<file path="src/rvieu_pkg.sv">
`timescale 1ns / 1ps
// ============================================================================
// rvieu_pkg: shared types and constants of the integer execute unit
// Instruction formats, function codes, status codes, and the item and result
// records that travel between the front end, the queue and the back end.
// ============================================================================
package rvieu_pkg;

    // data path and register file
    localparam int XLEN             = 32;
    localparam int REG_IDX_W        = 5;
    localparam int NUM_REGS_DEFAULT = 32;
    localparam int QUEUE_DEPTH      = 2;

    localparam logic [XLEN-1:0] PC_STEP   = 32'd4;
    localparam logic [XLEN-1:0] PC_RESET  = '0;
    localparam logic [XLEN-1:0] SHIFT_MAX = 32'd31;

    // stream widths
    localparam int S_TDATA_W = 64;
    localparam int S_TUSER_W = 3;

    // instruction format codes as they arrive in tuser
    localparam logic [2:0] OP_REG_ALU = 3'd0;
    localparam logic [2:0] OP_IMM_ALU = 3'd1;
    localparam logic [2:0] OP_JALR    = 3'd2;
    localparam logic [2:0] OP_BRANCH  = 3'd3;
    localparam logic [2:0] OP_LUI     = 3'd4;
    localparam logic [2:0] OP_JAL     = 3'd5;

    // funct7 codes
    localparam logic [6:0] FUNCT7_BASE = 7'b0000000;
    localparam logic [6:0] FUNCT7_ALT  = 7'b0100000;

    // alu funct3 codes
    localparam logic [2:0] F3_ADD  = 3'd0;
    localparam logic [2:0] F3_SLL  = 3'd1;
    localparam logic [2:0] F3_SLT  = 3'd2;
    localparam logic [2:0] F3_SLTU = 3'd3;
    localparam logic [2:0] F3_XOR  = 3'd4;
    localparam logic [2:0] F3_SR   = 3'd5;
    localparam logic [2:0] F3_OR   = 3'd6;
    localparam logic [2:0] F3_AND  = 3'd7;

    // branch funct3 codes
    localparam logic [2:0] F3_BEQ  = 3'd0;
    localparam logic [2:0] F3_BNE  = 3'd1;
    localparam logic [2:0] F3_BLT  = 3'd4;
    localparam logic [2:0] F3_BGE  = 3'd5;
    localparam logic [2:0] F3_BLTU = 3'd6;
    localparam logic [2:0] F3_BGEU = 3'd7;

    // result status codes
    localparam logic [1:0] STATUS_DONE      = 2'd0;
    localparam logic [1:0] STATUS_UNKNOWN   = 2'd1;
    localparam logic [1:0] STATUS_SHIFT_OOR = 2'd2;

    // instruction class after decode
    typedef enum logic [2:0] {
        KIND_REG_ALU = 3'd0,
        KIND_IMM_ALU = 3'd1,
        KIND_JALR    = 3'd2,
        KIND_BRANCH  = 3'd3,
        KIND_LUI     = 3'd4,
        KIND_JAL     = 3'd5
    } kind_t;

    // classified instruction handed from front end to back end
    typedef struct packed {
        kind_t                 kind;
        logic [2:0]            funct3;
        logic                  alt;        // sub / sra selected
        logic                  dec_err;    // unknown operation
        logic                  reg_shift;  // register shift, amount checked later
        logic [REG_IDX_W-1:0]  dest;
        logic [REG_IDX_W-1:0]  src1;
        logic [REG_IDX_W-1:0]  src2;
        logic [XLEN-1:0]       imm;
    } item_t;

    // result record, first member in the highest bits
    typedef struct packed {
        logic [XLEN-1:0]       written_value;
        logic [REG_IDX_W-1:0]  written_index;
        logic                  wrote_reg;
        logic [XLEN-1:0]       next_pc;
        logic [1:0]            status;
    } result_t;

endpackage

</file>
<file path="src/rvieu_front.sv">
`timescale 1ns / 1ps
// ============================================================================
// rvieu_front: request intake and classification
// Takes one request per cycle while the queue takes items, unpacks it, flags
// unknown operations and register shifts, and holds the classified item for the queue.
// ============================================================================
module rvieu_front
(
    input  logic                                clk,
    input  logic                                rst_n,
    input  logic                                s_tvalid,
    output logic                                s_tready,
    input  logic [rvieu_pkg::S_TDATA_W-1:0]     s_tdata,
    input  logic [rvieu_pkg::S_TUSER_W-1:0]     s_tuser,
    output logic                                item_valid,
    input  logic                                item_ready,
    output rvieu_pkg::item_t                    item
);

    logic              valid_reg;
    logic              valid_next;
    rvieu_pkg::item_t  item_reg;
    rvieu_pkg::item_t  item_next;
    logic              take;

    logic [2:0]  f3;
    logic [6:0]  f7;

    assign f3 = s_tdata[2:0];
    assign f7 = s_tdata[9:3];

    // the stage frees up whenever the queue takes its item
    assign s_tready   = !valid_reg || item_ready;
    assign take       = s_tvalid && s_tready;
    assign item_valid = valid_reg;
    assign item       = item_reg;

    // classify the incoming request
    always_comb
    begin
        item_next.funct3    = f3;
        item_next.alt       = 1'b0;
        item_next.dec_err   = 1'b0;
        item_next.reg_shift = 1'b0;
        item_next.dest      = s_tdata[14:10];
        item_next.src1      = s_tdata[19:15];
        item_next.src2      = s_tdata[24:20];
        item_next.imm       = s_tdata[56:25];
        item_next.kind      = rvieu_pkg::KIND_LUI;
        unique case (s_tuser)
            rvieu_pkg::OP_REG_ALU:
            begin
                item_next.kind      = rvieu_pkg::KIND_REG_ALU;
                item_next.alt       = (f7 == rvieu_pkg::FUNCT7_ALT);
                item_next.reg_shift = (f3 == rvieu_pkg::F3_SLL) || (f3 == rvieu_pkg::F3_SR);
                item_next.dec_err   = (f7 != rvieu_pkg::FUNCT7_BASE) &&
                                      !((f7 == rvieu_pkg::FUNCT7_ALT) &&
                                        ((f3 == rvieu_pkg::F3_ADD) || (f3 == rvieu_pkg::F3_SR)));
            end
            rvieu_pkg::OP_IMM_ALU:
            begin
                item_next.kind    = rvieu_pkg::KIND_IMM_ALU;
                item_next.dec_err = (f3 == rvieu_pkg::F3_SLL) || (f3 == rvieu_pkg::F3_SR);
            end
            rvieu_pkg::OP_JALR:
            begin
                item_next.kind    = rvieu_pkg::KIND_JALR;
                item_next.dec_err = (f3 != rvieu_pkg::F3_ADD);
            end
            rvieu_pkg::OP_BRANCH:
            begin
                item_next.kind    = rvieu_pkg::KIND_BRANCH;
                item_next.dec_err = (f3 == rvieu_pkg::F3_SLT) || (f3 == rvieu_pkg::F3_SLTU);
            end
            rvieu_pkg::OP_LUI:
            begin
                item_next.kind = rvieu_pkg::KIND_LUI;
            end
            rvieu_pkg::OP_JAL:
            begin
                item_next.kind = rvieu_pkg::KIND_JAL;
            end
            default:
            begin
                item_next.dec_err = 1'b1;
            end
        endcase
    end

    // stage valid
    always_comb
    begin
        valid_next = valid_reg;
        if (take)
        begin
            valid_next = 1'b1;
        end
        else if (item_ready)
        begin
            valid_next = 1'b0;
        end
    end

    always_ff @(posedge clk or negedge rst_n)
    begin
        if (!rst_n)
        begin
            valid_reg <= 1'b0;
        end
        else
        begin
            valid_reg <= valid_next;
        end
    end

    // item payload
    always_ff @(posedge clk)
    begin
        if (take)
        begin
            item_reg <= item_next;
        end
    end

endmodule

</file>
<file path="src/rvieu_queue.sv">
`timescale 1ns / 1ps
// ============================================================================
// rvieu_queue: short item queue between front end and back end
// Two-entry first-in first-out buffer so that either side can stall alone.
// ============================================================================
module rvieu_queue
(
    input  logic              clk,
    input  logic              rst_n,
    input  logic              push_valid,
    output logic              push_ready,
    input  rvieu_pkg::item_t  push_item,
    output logic              pop_valid,
    input  logic              pop_ready,
    output rvieu_pkg::item_t  pop_item
);

    localparam int PTR_W = $clog2(rvieu_pkg::QUEUE_DEPTH);
    localparam int CNT_W = $clog2(rvieu_pkg::QUEUE_DEPTH + 1);

    rvieu_pkg::item_t  slot_reg [rvieu_pkg::QUEUE_DEPTH];
    logic [PTR_W-1:0]  wr_ptr_reg;
    logic [PTR_W-1:0]  wr_ptr_next;
    logic [PTR_W-1:0]  rd_ptr_reg;
    logic [PTR_W-1:0]  rd_ptr_next;
    logic [CNT_W-1:0]  count_reg;
    logic [CNT_W-1:0]  count_next;
    logic              do_push;
    logic              do_pop;

    assign push_ready = (count_reg != CNT_W'(rvieu_pkg::QUEUE_DEPTH));
    assign pop_valid  = (count_reg != '0);
    assign do_push    = push_valid && push_ready;
    assign do_pop     = pop_valid && pop_ready;
    assign pop_item   = slot_reg[rd_ptr_reg];

    // pointer and fill bookkeeping
    always_comb
    begin
        wr_ptr_next = wr_ptr_reg;
        rd_ptr_next = rd_ptr_reg;
        count_next  = count_reg;
        if (do_push)
        begin
            wr_ptr_next = (wr_ptr_reg == PTR_W'(rvieu_pkg::QUEUE_DEPTH - 1)) ?
                          '0 : wr_ptr_reg + PTR_W'(1);
        end
        if (do_pop)
        begin
            rd_ptr_next = (rd_ptr_reg == PTR_W'(rvieu_pkg::QUEUE_DEPTH - 1)) ?
                          '0 : rd_ptr_reg + PTR_W'(1);
        end
        if (do_push && !do_pop)
        begin
            count_next = count_reg + CNT_W'(1);
        end
        else if (do_pop && !do_push)
        begin
            count_next = count_reg - CNT_W'(1);
        end
    end

    always_ff @(posedge clk or negedge rst_n)
    begin
        if (!rst_n)
        begin
            wr_ptr_reg <= '0;
            rd_ptr_reg <= '0;
            count_reg  <= '0;
        end
        else
        begin
            wr_ptr_reg <= wr_ptr_next;
            rd_ptr_reg <= rd_ptr_next;
            count_reg  <= count_next;
        end
    end

    // storage
    always_ff @(posedge clk)
    begin
        if (do_push)
        begin
            slot_reg[wr_ptr_reg] <= push_item;
        end
    end

endmodule

</file>
<file path="src/rvieu_back.sv">
`timescale 1ns / 1ps
// ============================================================================
// rvieu_back: register read, execute and result stage
// Reads both source registers from the register file memory, then executes
// the instruction, writes back, updates the pc and registers the result.
// ============================================================================
module rvieu_back
#(
    parameter int NUM_REGS = rvieu_pkg::NUM_REGS_DEFAULT
)
(
    input  logic                clk,
    input  logic                rst_n,
    input  logic                item_valid,
    output logic                item_ready,
    input  rvieu_pkg::item_t    item,
    output logic                res_valid,
    input  logic                res_ready,
    output rvieu_pkg::result_t  res
);

    localparam int IDX_W = $clog2(NUM_REGS);
    localparam int XLEN  = rvieu_pkg::XLEN;
    localparam int RW    = rvieu_pkg::REG_IDX_W;

    // register file memory with per-entry valid bits
    logic [XLEN-1:0]      rf_mem [NUM_REGS];
    logic [NUM_REGS-1:0]  rf_valid_reg;

    // read stage
    logic                 rd_valid_reg;
    logic                 rd_valid_next;
    rvieu_pkg::item_t     rd_item_reg;
    logic [XLEN-1:0]      a_reg;
    logic [XLEN-1:0]      b_reg;
    logic                 rd_load;

    // result stage
    logic                 out_valid_reg;
    logic                 out_valid_next;
    rvieu_pkg::result_t   out_reg;
    rvieu_pkg::result_t   out_next;
    logic                 out_free;
    logic                 exec_go;

    // program counter
    logic [XLEN-1:0]      pc_reg;

    // write port
    logic                 wr_en;
    logic [IDX_W-1:0]     wr_idx;
    logic [XLEN-1:0]      wr_val;

    // read port decode
    logic                 src1_ok;
    logic                 src2_ok;
    logic [IDX_W-1:0]     src1_idx;
    logic [IDX_W-1:0]     src2_idx;

    // execute
    logic [XLEN-1:0]      opb;
    logic [XLEN-1:0]      alu_res;
    logic [XLEN-1:0]      pc_plus4;
    logic [XLEN-1:0]      pc_target;
    logic                 lt_s;
    logic                 lt_u;
    logic                 taken;
    logic [1:0]           status;
    logic                 wr_ok;
    logic                 dest_ok;

    // pipeline flow
    assign out_free   = !out_valid_reg || res_ready;
    assign exec_go    = rd_valid_reg && out_free;
    assign item_ready = !rd_valid_reg || exec_go;
    assign rd_load    = item_valid && item_ready;
    assign res_valid  = out_valid_reg;
    assign res        = out_reg;

    // source index decode, register 0 and missing registers read zero
    assign src1_ok  = (item.src1 != '0) && ({1'b0, item.src1} < (RW+1)'(NUM_REGS));
    assign src2_ok  = (item.src2 != '0) && ({1'b0, item.src2} < (RW+1)'(NUM_REGS));
    assign src1_idx = item.src1[IDX_W-1:0];
    assign src2_idx = item.src2[IDX_W-1:0];
    assign dest_ok  = (rd_item_reg.dest != '0) &&
                      ({1'b0, rd_item_reg.dest} < (RW+1)'(NUM_REGS));

    // operands and comparisons
    assign opb       = (rd_item_reg.kind == rvieu_pkg::KIND_IMM_ALU) ? rd_item_reg.imm : b_reg;
    assign lt_s      = $signed(a_reg) < $signed(opb);
    assign lt_u      = a_reg < opb;
    assign pc_plus4  = pc_reg + rvieu_pkg::PC_STEP;
    assign pc_target = pc_reg + rd_item_reg.imm;

    // alu
    always_comb
    begin
        unique case (rd_item_reg.funct3)
            rvieu_pkg::F3_ADD:  alu_res = rd_item_reg.alt ? a_reg - opb : a_reg + opb;
            rvieu_pkg::F3_SLL:  alu_res = a_reg << opb[4:0];
            rvieu_pkg::F3_SLT:  alu_res = {{(XLEN-1){1'b0}}, lt_s};
            rvieu_pkg::F3_SLTU: alu_res = {{(XLEN-1){1'b0}}, lt_u};
            rvieu_pkg::F3_XOR:  alu_res = a_reg ^ opb;
            rvieu_pkg::F3_SR:   alu_res = rd_item_reg.alt ?
                                          XLEN'($signed(a_reg) >>> opb[4:0]) :
                                          a_reg >> opb[4:0];
            rvieu_pkg::F3_OR:   alu_res = a_reg | opb;
            rvieu_pkg::F3_AND:  alu_res = a_reg & opb;
        endcase
    end

    // branch condition
    always_comb
    begin
        unique case (rd_item_reg.funct3)
            rvieu_pkg::F3_BEQ:  taken = (a_reg == b_reg);
            rvieu_pkg::F3_BNE:  taken = (a_reg != b_reg);
            rvieu_pkg::F3_BLT:  taken = lt_s;
            rvieu_pkg::F3_BGE:  taken = !lt_s;
            rvieu_pkg::F3_BLTU: taken = lt_u;
            rvieu_pkg::F3_BGEU: taken = !lt_u;
            default:            taken = 1'b0;
        endcase
    end

    // status of the executing instruction
    always_comb
    begin
        priority if (rd_item_reg.dec_err)
        begin
            status = rvieu_pkg::STATUS_UNKNOWN;
        end
        else if (rd_item_reg.reg_shift && (b_reg > rvieu_pkg::SHIFT_MAX))
        begin
            status = rvieu_pkg::STATUS_SHIFT_OOR;
        end
        else
        begin
            status = rvieu_pkg::STATUS_DONE;
        end
    end

    // result, next pc and write-back
    always_comb
    begin
        out_next.status  = status;
        out_next.next_pc = pc_plus4;
        wr_val           = alu_res;
        wr_ok            = 1'b1;
        unique case (rd_item_reg.kind)
            rvieu_pkg::KIND_REG_ALU,
            rvieu_pkg::KIND_IMM_ALU:
            begin
                wr_val = alu_res;
            end
            rvieu_pkg::KIND_JALR:
            begin
                wr_val           = pc_plus4;
                out_next.next_pc = (a_reg + rd_item_reg.imm) & ~XLEN'(1);
            end
            rvieu_pkg::KIND_BRANCH:
            begin
                wr_ok = 1'b0;
                if (taken)
                begin
                    out_next.next_pc = pc_target;
                end
            end
            rvieu_pkg::KIND_LUI:
            begin
                wr_val = rd_item_reg.imm;
            end
            rvieu_pkg::KIND_JAL:
            begin
                wr_val           = pc_plus4;
                out_next.next_pc = pc_target;
            end
            default:
            begin
                wr_ok = 1'b0;
            end
        endcase
        if (status != rvieu_pkg::STATUS_DONE)
        begin
            out_next.next_pc = pc_reg;
            wr_ok            = 1'b0;
        end
        wr_en                  = exec_go && wr_ok && dest_ok;
        out_next.wrote_reg     = wr_ok && dest_ok;
        out_next.written_index = (wr_ok && dest_ok) ? rd_item_reg.dest : '0;
        out_next.written_value = (wr_ok && dest_ok) ? wr_val : '0;
    end

    assign wr_idx = rd_item_reg.dest[IDX_W-1:0];

    // register file storage
    always_ff @(posedge clk)
    begin
        if (wr_en)
        begin
            rf_mem[wr_idx] <= wr_val;
        end
    end

    // registered reads, bypassing the write of the same cycle
    always_ff @(posedge clk)
    begin
        if (rd_load)
        begin
            rd_item_reg <= item;
            if (!src1_ok)
            begin
                a_reg <= '0;
            end
            else if (wr_en && (wr_idx == src1_idx))
            begin
                a_reg <= wr_val;
            end
            else
            begin
                a_reg <= rf_valid_reg[src1_idx] ? rf_mem[src1_idx] : '0;
            end
            if (!src2_ok)
            begin
                b_reg <= '0;
            end
            else if (wr_en && (wr_idx == src2_idx))
            begin
                b_reg <= wr_val;
            end
            else
            begin
                b_reg <= rf_valid_reg[src2_idx] ? rf_mem[src2_idx] : '0;
            end
        end
    end

    // stage valids
    always_comb
    begin
        rd_valid_next = rd_valid_reg;
        if (rd_load)
        begin
            rd_valid_next = 1'b1;
        end
        else if (exec_go)
        begin
            rd_valid_next = 1'b0;
        end
        out_valid_next = out_valid_reg;
        if (exec_go)
        begin
            out_valid_next = 1'b1;
        end
        else if (res_ready)
        begin
            out_valid_next = 1'b0;
        end
    end

    // control state, pc and valid bits
    always_ff @(posedge clk or negedge rst_n)
    begin
        if (!rst_n)
        begin
            rd_valid_reg  <= 1'b0;
            out_valid_reg <= 1'b0;
            pc_reg        <= rvieu_pkg::PC_RESET;
            rf_valid_reg  <= '0;
        end
        else
        begin
            rd_valid_reg  <= rd_valid_next;
            out_valid_reg <= out_valid_next;
            if (exec_go)
            begin
                pc_reg <= out_next.next_pc;
            end
            if (wr_en)
            begin
                rf_valid_reg[wr_idx] <= 1'b1;
            end
        end
    end

    // result register
    always_ff @(posedge clk)
    begin
        if (exec_go)
        begin
            out_reg <= out_next;
        end
    end

endmodule

</file>
<file path="src/rv32i_integer_execute_unit_top.sv">
`timescale 1ns / 1ps
// ============================================================================
// rv32i_integer_execute_unit_top: RV32I integer execute unit
// Executes decoded register/immediate ALU, branch, jal, jalr and lui
// instructions against a register file and program counter.
// ============================================================================
//
// channel   dir  signals                       content
// s         in   s_tvalid s_tready s_tdata     decoded instruction request
//                s_tuser                       instruction format
// m         out  m_tvalid m_tready m_tdata     execution result
//
// One instruction per cycle sustained while the result side accepts; a request
// passes the intake register, the queue, the register read and the result stage.
// The pc and register file update in the execute cycle, so dependent
// instructions follow back to back through the write-to-read bypass.
// Reset clears the pc and marks all registers as zero; no clearing pass.
// A stalled result side fills the result, read stage, queue and intake.
//
module rv32i_integer_execute_unit_top
#(
    parameter int NUM_REGS = rvieu_pkg::NUM_REGS_DEFAULT
)
(
    input  logic                              clk,
    input  logic                              rst_n,
    input  logic                              s_tvalid,
    output logic                              s_tready,
    // funct3[2:0] funct7[9:3] dest_reg[14:10] src1_reg[19:15] src2_reg[24:20]
    // immediate[56:25], zero fill [63:57]
    input  logic [rvieu_pkg::S_TDATA_W-1:0]   s_tdata,
    // op[2:0]
    input  logic [rvieu_pkg::S_TUSER_W-1:0]   s_tuser,
    output logic                              m_tvalid,
    input  logic                              m_tready,
    // status[1:0] next_pc[33:2] wrote_reg[34] written_index[39:35]
    // written_value[71:40]
    output logic [$bits(rvieu_pkg::result_t)-1:0] m_tdata
);

    logic                fq_valid;
    logic                fq_ready;
    rvieu_pkg::item_t    fq_item;
    logic                qb_valid;
    logic                qb_ready;
    rvieu_pkg::item_t    qb_item;
    rvieu_pkg::result_t  res;

    // request intake and classification
    rvieu_front u_front
    (
        .clk        (clk),
        .rst_n      (rst_n),
        .s_tvalid   (s_tvalid),
        .s_tready   (s_tready),
        .s_tdata    (s_tdata),
        .s_tuser    (s_tuser),
        .item_valid (fq_valid),
        .item_ready (fq_ready),
        .item       (fq_item)
    );

    // decoupling queue
    rvieu_queue u_queue
    (
        .clk        (clk),
        .rst_n      (rst_n),
        .push_valid (fq_valid),
        .push_ready (fq_ready),
        .push_item  (fq_item),
        .pop_valid  (qb_valid),
        .pop_ready  (qb_ready),
        .pop_item   (qb_item)
    );

    // register read and execute
    rvieu_back #(.NUM_REGS(NUM_REGS)) u_back
    (
        .clk        (clk),
        .rst_n      (rst_n),
        .item_valid (qb_valid),
        .item_ready (qb_ready),
        .item       (qb_item),
        .res_valid  (m_tvalid),
        .res_ready  (m_tready),
        .res        (res)
    );

    assign m_tdata = res;

`ifndef SYNTH
    // a register write only comes with a successful instruction
    assert property (@(posedge clk) disable iff (!rst_n)
        m_tvalid && res.wrote_reg |-> res.status == rvieu_pkg::STATUS_DONE)
    else $error("register write reported on a failed instruction");

    // register 0 is never reported as written
    assert property (@(posedge clk) disable iff (!rst_n)
        m_tvalid && res.wrote_reg |-> res.written_index != '0)
    else $error("write to register 0 reported");

    // no write means zero index and value
    assert property (@(posedge clk) disable iff (!rst_n)
        m_tvalid && !res.wrote_reg |-> res.written_index == '0 && res.written_value == '0)
    else $error("write fields not cleared without a write");

    // status stays within its defined codes
    assert property (@(posedge clk) disable iff (!rst_n)
        m_tvalid |-> res.status == rvieu_pkg::STATUS_DONE ||
                     res.status == rvieu_pkg::STATUS_UNKNOWN ||
                     res.status == rvieu_pkg::STATUS_SHIFT_OOR)
    else $error("undefined status code");
`endif

endmodule

</file>
<file path="config.mk">
export PLATFORM = sky130hd
export DESIGN_NAME = rv32i_integer_execute_unit_top
export DESIGN_NICKNAME = d
export VERILOG_FILES = /design/src/rvieu_pkg.sv /design/src/rvieu_front.sv /design/src/rvieu_queue.sv /design/src/rvieu_back.sv /design/src/rv32i_integer_execute_unit_top.sv
export SDC_FILE = /design/constraint.sdc
export NUM_CORES = 2
export LEC_CHECK = 0
export ABC_AREA = 1
export BUFFER_PORTS_ARGS = -buffer_cell sky130_fd_sc_hd__buf_2
export CORE_AREA = 2 2 448 450
export DETAILED_ROUTE_END_ITERATION = 16
export DIE_AREA = 0 0 450 452
export GPL_ROUTABILITY_DRIVEN = 0
export GPL_TIMING_DRIVEN = 1
export MAX_ROUTING_LAYER = met4
export PLACE_DENSITY = 0.55
export SKIP_LAST_GASP = 1
export SLEW_MARGIN = 20
export SYNTH_ARGS = -nofsm -noshare
export SYNTH_HDL_FRONTEND = slang
export SYNTH_SLANG_ARGS = --single-unit
</file>
<file path="constraint.sdc">
create_clock -name clk -period 7.9 [get_ports clk]
set_input_delay 1.58 -clock clk [delete_from_list [all_inputs] [get_ports clk]]
set_output_delay 1.58 -clock clk [all_outputs]
set_load 0.01 [all_outputs]
</file>
After elaboration in Yosys (flattened, before gate mapping)
Memories as Yosys holds them, arrays and structs flattened.
Index checks and enable logic that the tools add are counted.
{ "totals": {"ff_bits": 309, "latch_bits": 0, "ram_bits": 1136, "romBits": 0, "inputBits": 71, "out_inout_bits": 74, "wordCells": 169, "n_memories": 2} }
{ "classes": {"addsub": 9, "multipliers": 0, "div_mod_pow": 0, "n_lt_le_gt_ge": 7, "eq_ne": 27, "shifts": 3, "muxes": 39, "bitwise": 4, "n_reduce_logical": 47} }
{ "mem_list": {"columns": ["memory", "words", "width", "read_ports", "rd_ports_with_merged_regs", "write_ports", "line_no", "text"], "rows": [
  ["u_back.rf_mem", 32, 32, 2, 0, 1, "rvieu_back.sv:27", "logic [XLEN-1:0] rf_mem [NUM_REGS];"],
  ["u_queue.slot_reg", 2, 56, 1, 0, 1, "rvieu_queue.sv:21", "rvieu_pkg::item_t slot_reg [rvieu_pkg::QUEUE_DEPTH];"]
]} }
{ "op_table": {"columns": ["op", "count"], "rows": [
  ["$mux 32", 9],
  ["$pmux 32 s8", 1],
  ["$add 32x32->32", 3],
  ["$pmux 32 s3", 1],
  ["$lt 32x32->1", 2],
  ["$or 32x32->32", 2],
  ["$pmux 32 s2", 1],
  ["$add 32x3->32 const B", 1],
  ["$and 32x32->32", 1],
  ["$eq 32x32->1", 1],
  ["$gt 32x5->1 const B", 1],
  ["$ne 32x32->1", 1],
  ["$shl 32x5->32", 1],
  ["$shr 32x5->32", 1],
  ["$sshr 32x5->32", 1],
  ["$sub 32x32->32", 1],
  ["$xor 32x32->32", 1],
  ["$eq 3x3->1 const B", 9],
  ["$eq 3x2->1 const B", 8],
  ["$lt 5x6->1 const B", 3],
  ["$mux 1", 17],
  ["$logic_and 1x1->1", 15],
  ["$pmux 3 s5", 1],
  ["$reduce_bool 5->1", 3],
  ["other kinds (21)", 51]
]} }

Depth between registers and ports, before layout
{ "depth": {"depth_word": 10, "mapped_depth": 32, "depth_no_buf": 29} }

Modules after synthesis
Synthesis repeated with hierarchy kept, for this count alone.
{ "hier_totals": {"hier_cells": 9100, "hier_area_um2": 80262.0} }
{ "by_module_without_submodules": {"columns": ["mod", "n_inst", "cells_each", "area_per_inst_um2", "seq_area_each_um2"], "rows": [
  ["rvieu_back", 1, 8678, 74102.3, 37866.3],
  ["rvieu_queue", 1, 321, 4279.1, 3463.3],
  ["rvieu_front", 1, 101, 1880.6, 1706.6]
]} }

Least setup slack after synthesis
No wires, ideal clock.
{ "synth_timing": {"path_type": "input port to flip-flop", "startpoint": "in m_tready", "endpoint": "reg u_back.out_reg (netlist bit u_back.res[0]), enable pin", "setup_time_ns": 0.464, "t_arrival_ns": 4.126, "required_ns": 7.436, "setup_slack_ns": 3.309, "cell_stages": 5, "path_cell_list": "inv_1 -> nand2_1 -> nand2_1 -> clkinv_1 -> clkbuf_1"} }
{ "synth_between": {"elab_chain_len": 2} }
{ "synth_lines": {"columns": ["element", "line_no", "text"], "rows": [
  ["from (decl)", "rv32i_integer_execute_unit_top.sv:35", "input logic m_tready,"],
  ["$logic_or 1x1->1", "rvieu_back.sv:73", "assign out_free = !out_valid_reg || res_ready;"],
  ["$logic_and 1x1->1", "rvieu_back.sv:74", "assign exec_go = rd_valid_reg && out_free;"],
  ["net u_back.exec_go", "rvieu_back.sv:44", "logic exec_go;"],
  ["to (signal assigned)", "rvieu_back.sv:291", "out_reg <= out_next;"],
  ["to (decl)", "rvieu_back.sv:41", "rvieu_pkg::result_t out_reg;"]
]} }
The timed path passes the listed nets, and every way through them passes these cells.
A chain may end at the register's enable or synchronous reset.

Worst setup path after layout
{ "layout_timing": {"startpoint": "reg u_queue.rd_ptr_reg", "endpoint": "reg u_back.a_reg[16], data pin"} }
{ "layout_between": {"elab_chain_len": 5, "word_cells_on_any_way": 9, "classes_between": "eq/ne (1); mux (4); reduce/logical (2); memory (2)"} }
{ "layout_lines": {"columns": ["element", "line_no", "text"], "rows": [
  ["from (decl)", "rvieu_queue.sv:24", "logic [PTR_W-1:0] rd_ptr_reg;"],
  ["from (signal assigned)", "rvieu_queue.sv:74", "rd_ptr_reg <= rd_ptr_next;"],
  ["$mem_v2 2x56 *", null, null],
  ["$bmux 1 s5", "rvieu_back.sv:221", "a_reg <= rf_valid_reg[src1_idx] ? rf_mem[src1_idx] : '0;"],
  ["$mux 1 (not written as such)", "rvieu_back.sv:221", null],
  ["$mux 32", "rvieu_back.sv:221", null],
  ["$mux 32", "rvieu_back.sv:215", "else if (wr_en && (wr_idx == src1_idx))"],
  ["to (signal assigned)", "rvieu_back.sv:217", "a_reg <= wr_val;"],
  ["to (signal assigned)", "rvieu_back.sv:221", null],
  ["to (decl)", "rvieu_back.sv:34", "logic [XLEN-1:0] a_reg;"]
]} }
Every way passes the cells marked *; elsewhere a longest branch is shown, timed or not. The select of a mux whose other input is x is not followed.

==> results.toml <==
[status]
status = "finished clean"

[final_layout]
multi_input_area_sq_mm = 0.0334
final_util_pct = 45.3
fillers = 19000
largest_reg_flops = 1024
final_layout_size_suffix_gt1_share_pct = 7.68
syn_to_final_growth_pct = 11.2
finalNetCount = 9459
regArea_sq_mm = 0.0430

[critical_path]
crit_top_cell = "buf_4"
slowest_stage = "nor2_4"
reg2reg_slack_ps = 2060
worstPathCellList = "clkinv_1 > or2_2 > o21ai_4 > buf_4 > clkinv_1 > buf_4 > nor2_4 > buf_4 > inv_1 > a21oi_1 > o21ai_0 > nand4_1 > a21oi_1"
cp_max_fo = 29
cp_num_buf_inv = 6
cp_slowest_stage_delay_ps = 990
r2r_cells = 13
timing.rr.start = "u_queue.rd_ptr_reg$_DFFE_PN0P_"
cp-end-kind = "flip-flop"
start_kind = "flip-flop"
worstPathRequired_ps = 8440
path_delay_family = "buffers and inverters"
cp.arrival_ps = 6390
reg2reg_to = "u_back.a_reg[16]$_SDFFCE_PN0P_"
criticalPathCategory = "reg2reg"

[floorplan]
dieArea_sq_mm = 0.203
row_count = 164
core_sq_mm = 0.199
io_pins = 145
initial_core_util_pct = 40.7
die_y_um = 452
fp.dieW_um = 450

[placement]
port_buffers = 137
hpwl_um = 202000
dp_slack_ps = 2270

[grt]
antenna_found_initial = 8
grt_overflow = 0
grt_pass1_wl_um = 471000
grt_pass1_vias = 68700
grt_max_degree = 171
globalRouteTotalUtil_pct = 32.2

[hold_path]
holdPathStages = 0
worstHoldStart = "u_back.rf_valid_reg[0]$_DFFE_PN0P_"
whs_endpoint = "u_back.rf_valid_reg[0]$_DFFE_PN0P_"
hold_class = "reg2reg"

[logic_synthesis]
synth_area_sq_mm = 0.0809
yosys.cell_types.count = 66
ys_seq_elements = 1445
ys.flop_type = "edfxtp_1"
avgSynthCellArea_sq_um = 8.70
synth-edff-count = 1374
syn_inst = 9301
ys_warn_count = 0
async_reset_ff_share_pct = 4.91
ys_seq_area_share_pct = 53.2

[route]
initialDrtViolationCount = 10400
routedWlPerCell_um = 27.3
routed_wl_um = 328000
vias = 73700
ant_nets = 0
dr.pass1.iters = 7
via_per_inst = 6.13
remaining_drc_errors = 0

[clock_tree]
path_clk_slew_ps = 60
cts_root_buffer = "clkbuf_16"
post_cts_resized = 0
post_cts_buffers = 0
cts-buffers-inserted = 162
clock-sinks = 1445
hold_buffers = 0
cts_max_level = 4
clock_latency_ps = 860
clk_path_buf_depth = 3
cts_tree = "built"

[timing]
rsz0062_at_grt = "no"
layout_setup_ws_ps = 2060
clock_skew_ps = 72.6
finalHoldViolations = 0
finalCriticalPeriod_ps = 5840
max_freq_ghz = 0.171
tightest_slew_ps = 1220
slew_violations = 0
period_share_pct = 74.0
setup_tns_ps = 0
setup_viol = 0
relSlewSlack_pct = 18.4

[job]
cap_violations = 0
## metrics by stage
step / area, sq um / instances / hold slack [ps]
global route: 90000 / 12000 / 401
CTS: 90000 / 12000 / 386
floorplan: 81000 / 9332 / 421
finish: 90000 / 12000 / 382
detailed placement: 84900 / 11700 / 372
global placement: 84900 / 11700 / 370
## cell usage in the layout (no fill, tap or decap), types with 17 or more instances in the layout
cell          n
a211oi_1     25
a21oi_1     867
a221oi_1    234
a31oi_1      21
buf_12       21
buf_2       136
buf_4       177
clkbuf_1     42
clkbuf_16   165
clkinv_1     58
clkinv_2     24
conb_1       32
dfrtp_1      70
edfxtp_1   1374
ha_1        151
inv_1       668
mux2i_1      17
nand2_1    2518
nand2_2      21
nand3_1     542
nand4_1      59
nor2_1      520
nor2_4       41
nor3_1       62
nor4_1       29
o211ai_1     51
o21a_1       17
o21ai_0     866
o21ai_1      70
o22ai_1      43
o311ai_0     98
or2_2        50
xnor2_1      33
xor2_1       74
## cells in the mapped netlist, types with 10 or more instances
| cell | instances | share of area [%] |
|---|---|---|
| a211oi_1 | 25 | 0.23 |
| a21oi_1 | 867 | 5.4 |
| a221o_1 | 16 | 0.20 |
| a221oi_1 | 234 | 2.5 |
| a31oi_1 | 21 | 0.16 |
| buf_1 | 76 | 0.35 |
| buf_2 | 50 | 0.31 |
| clkbuf_1 | 461 | 2.1 |
| clkinv_1 | 15 | 0.070 |
| dfrtp_1 | 71 | 2.2 |
| edfxtp_1 | 1374 | 51 |
| ha_1 | 151 | 2.3 |
| inv_1 | 675 | 3.1 |
| inv_2 | 10 | 0.046 |
| mux2i_1 | 17 | 0.21 |
| nand2_1 | 2525 | 12 |
| nand2_2 | 16 | 0.12 |
| nand3_1 | 542 | 3.4 |
| nand4_1 | 59 | 0.46 |
| nor2_1 | 561 | 2.6 |
| nor3_1 | 65 | 0.40 |
| nor4_1 | 30 | 0.23 |
| o211ai_1 | 51 | 0.47 |
| o21a_1 | 17 | 0.16 |
| o21ai_0 | 868 | 5.4 |
| o21ai_1 | 76 | 0.47 |
| o21bai_1 | 11 | 0.10 |
| o22ai_1 | 43 | 0.33 |
| o311ai_0 | 98 | 1.1 |
| or2_2 | 50 | 0.39 |
| xnor2_1 | 33 | 0.36 |
| xor2_1 | 74 | 0.80 |
## worst reg2reg max path, delay by kind of cell, from the launching register on
kind	cells	cell delay [ps]
flops	1	660
buf+inv	6	2630
simple gates	3	1740
compound gates	4	530
## cells by family after synthesis
kind of cell / share of synthesized area [%]
muxes: 0.210
and+or+nand+nor: 19.7
xor gates and xnor gates: 1.16
AOI/OAI and AO/OA: 17.2
DFF: 53.2
other: 0.00464
adders and majority gates: 2.41
buffers and inverters: 6.16
## layer usage
layer  track usage (%)  wire [um]  vias up
li1                  -          -    32400
met3              6.62      35700     1043
met5                 -          0        -
met2              47.3     143000     4762
met4              17.5      20400        0
met1              41.7     130000    35500
## layout make-up
cell class | instances | share of cell area (%)
flip-flops and latches | 1445 | 47.8
multi-input cells | 6591 | 37.1
clock buffers | 208 | 4.78
well taps | 2656 | 3.69
inverters | 700 | 2.96
repair buffers | 334 | 2.70
clock inverters | 89 | 0.873
diodes | 7 | 0.0195
## how the worst max path moves through the flow
stage / startpoint / endpoint / slack [ps] / depth (start not counted)
floorplan: m_tready / u_back.res[0]$_DFFE_PP_ / 3310 / 5
global placement: u_back.rd_item_reg[54]$_DFFE_PP_ / u_back.b_reg[30]$_SDFFCE_PN0P_ / 2230 / 22
detailed placement: u_queue.rd_ptr_reg$_DFFE_PN0P_ / u_back.a_reg[16]$_SDFFCE_PN0P_ / 2270 / 13
CTS: u_queue.rd_ptr_reg$_DFFE_PN0P_ / u_back.a_reg[16]$_SDFFCE_PN0P_ / 2220 / 13
global route: u_back.rd_item_reg[54]$_DFFE_PP_ / u_back.pc_reg[8]$_DFFE_PN0P_ / 1890 / 23
finish: u_queue.rd_ptr_reg$_DFFE_PN0P_ / u_back.a_reg[16]$_SDFFCE_PN0P_ / 2060 / 13
Power is left out: the tool's default activity adds up to more than one toggle a clock period on the data nets, which glitch-free logic cannot reach.
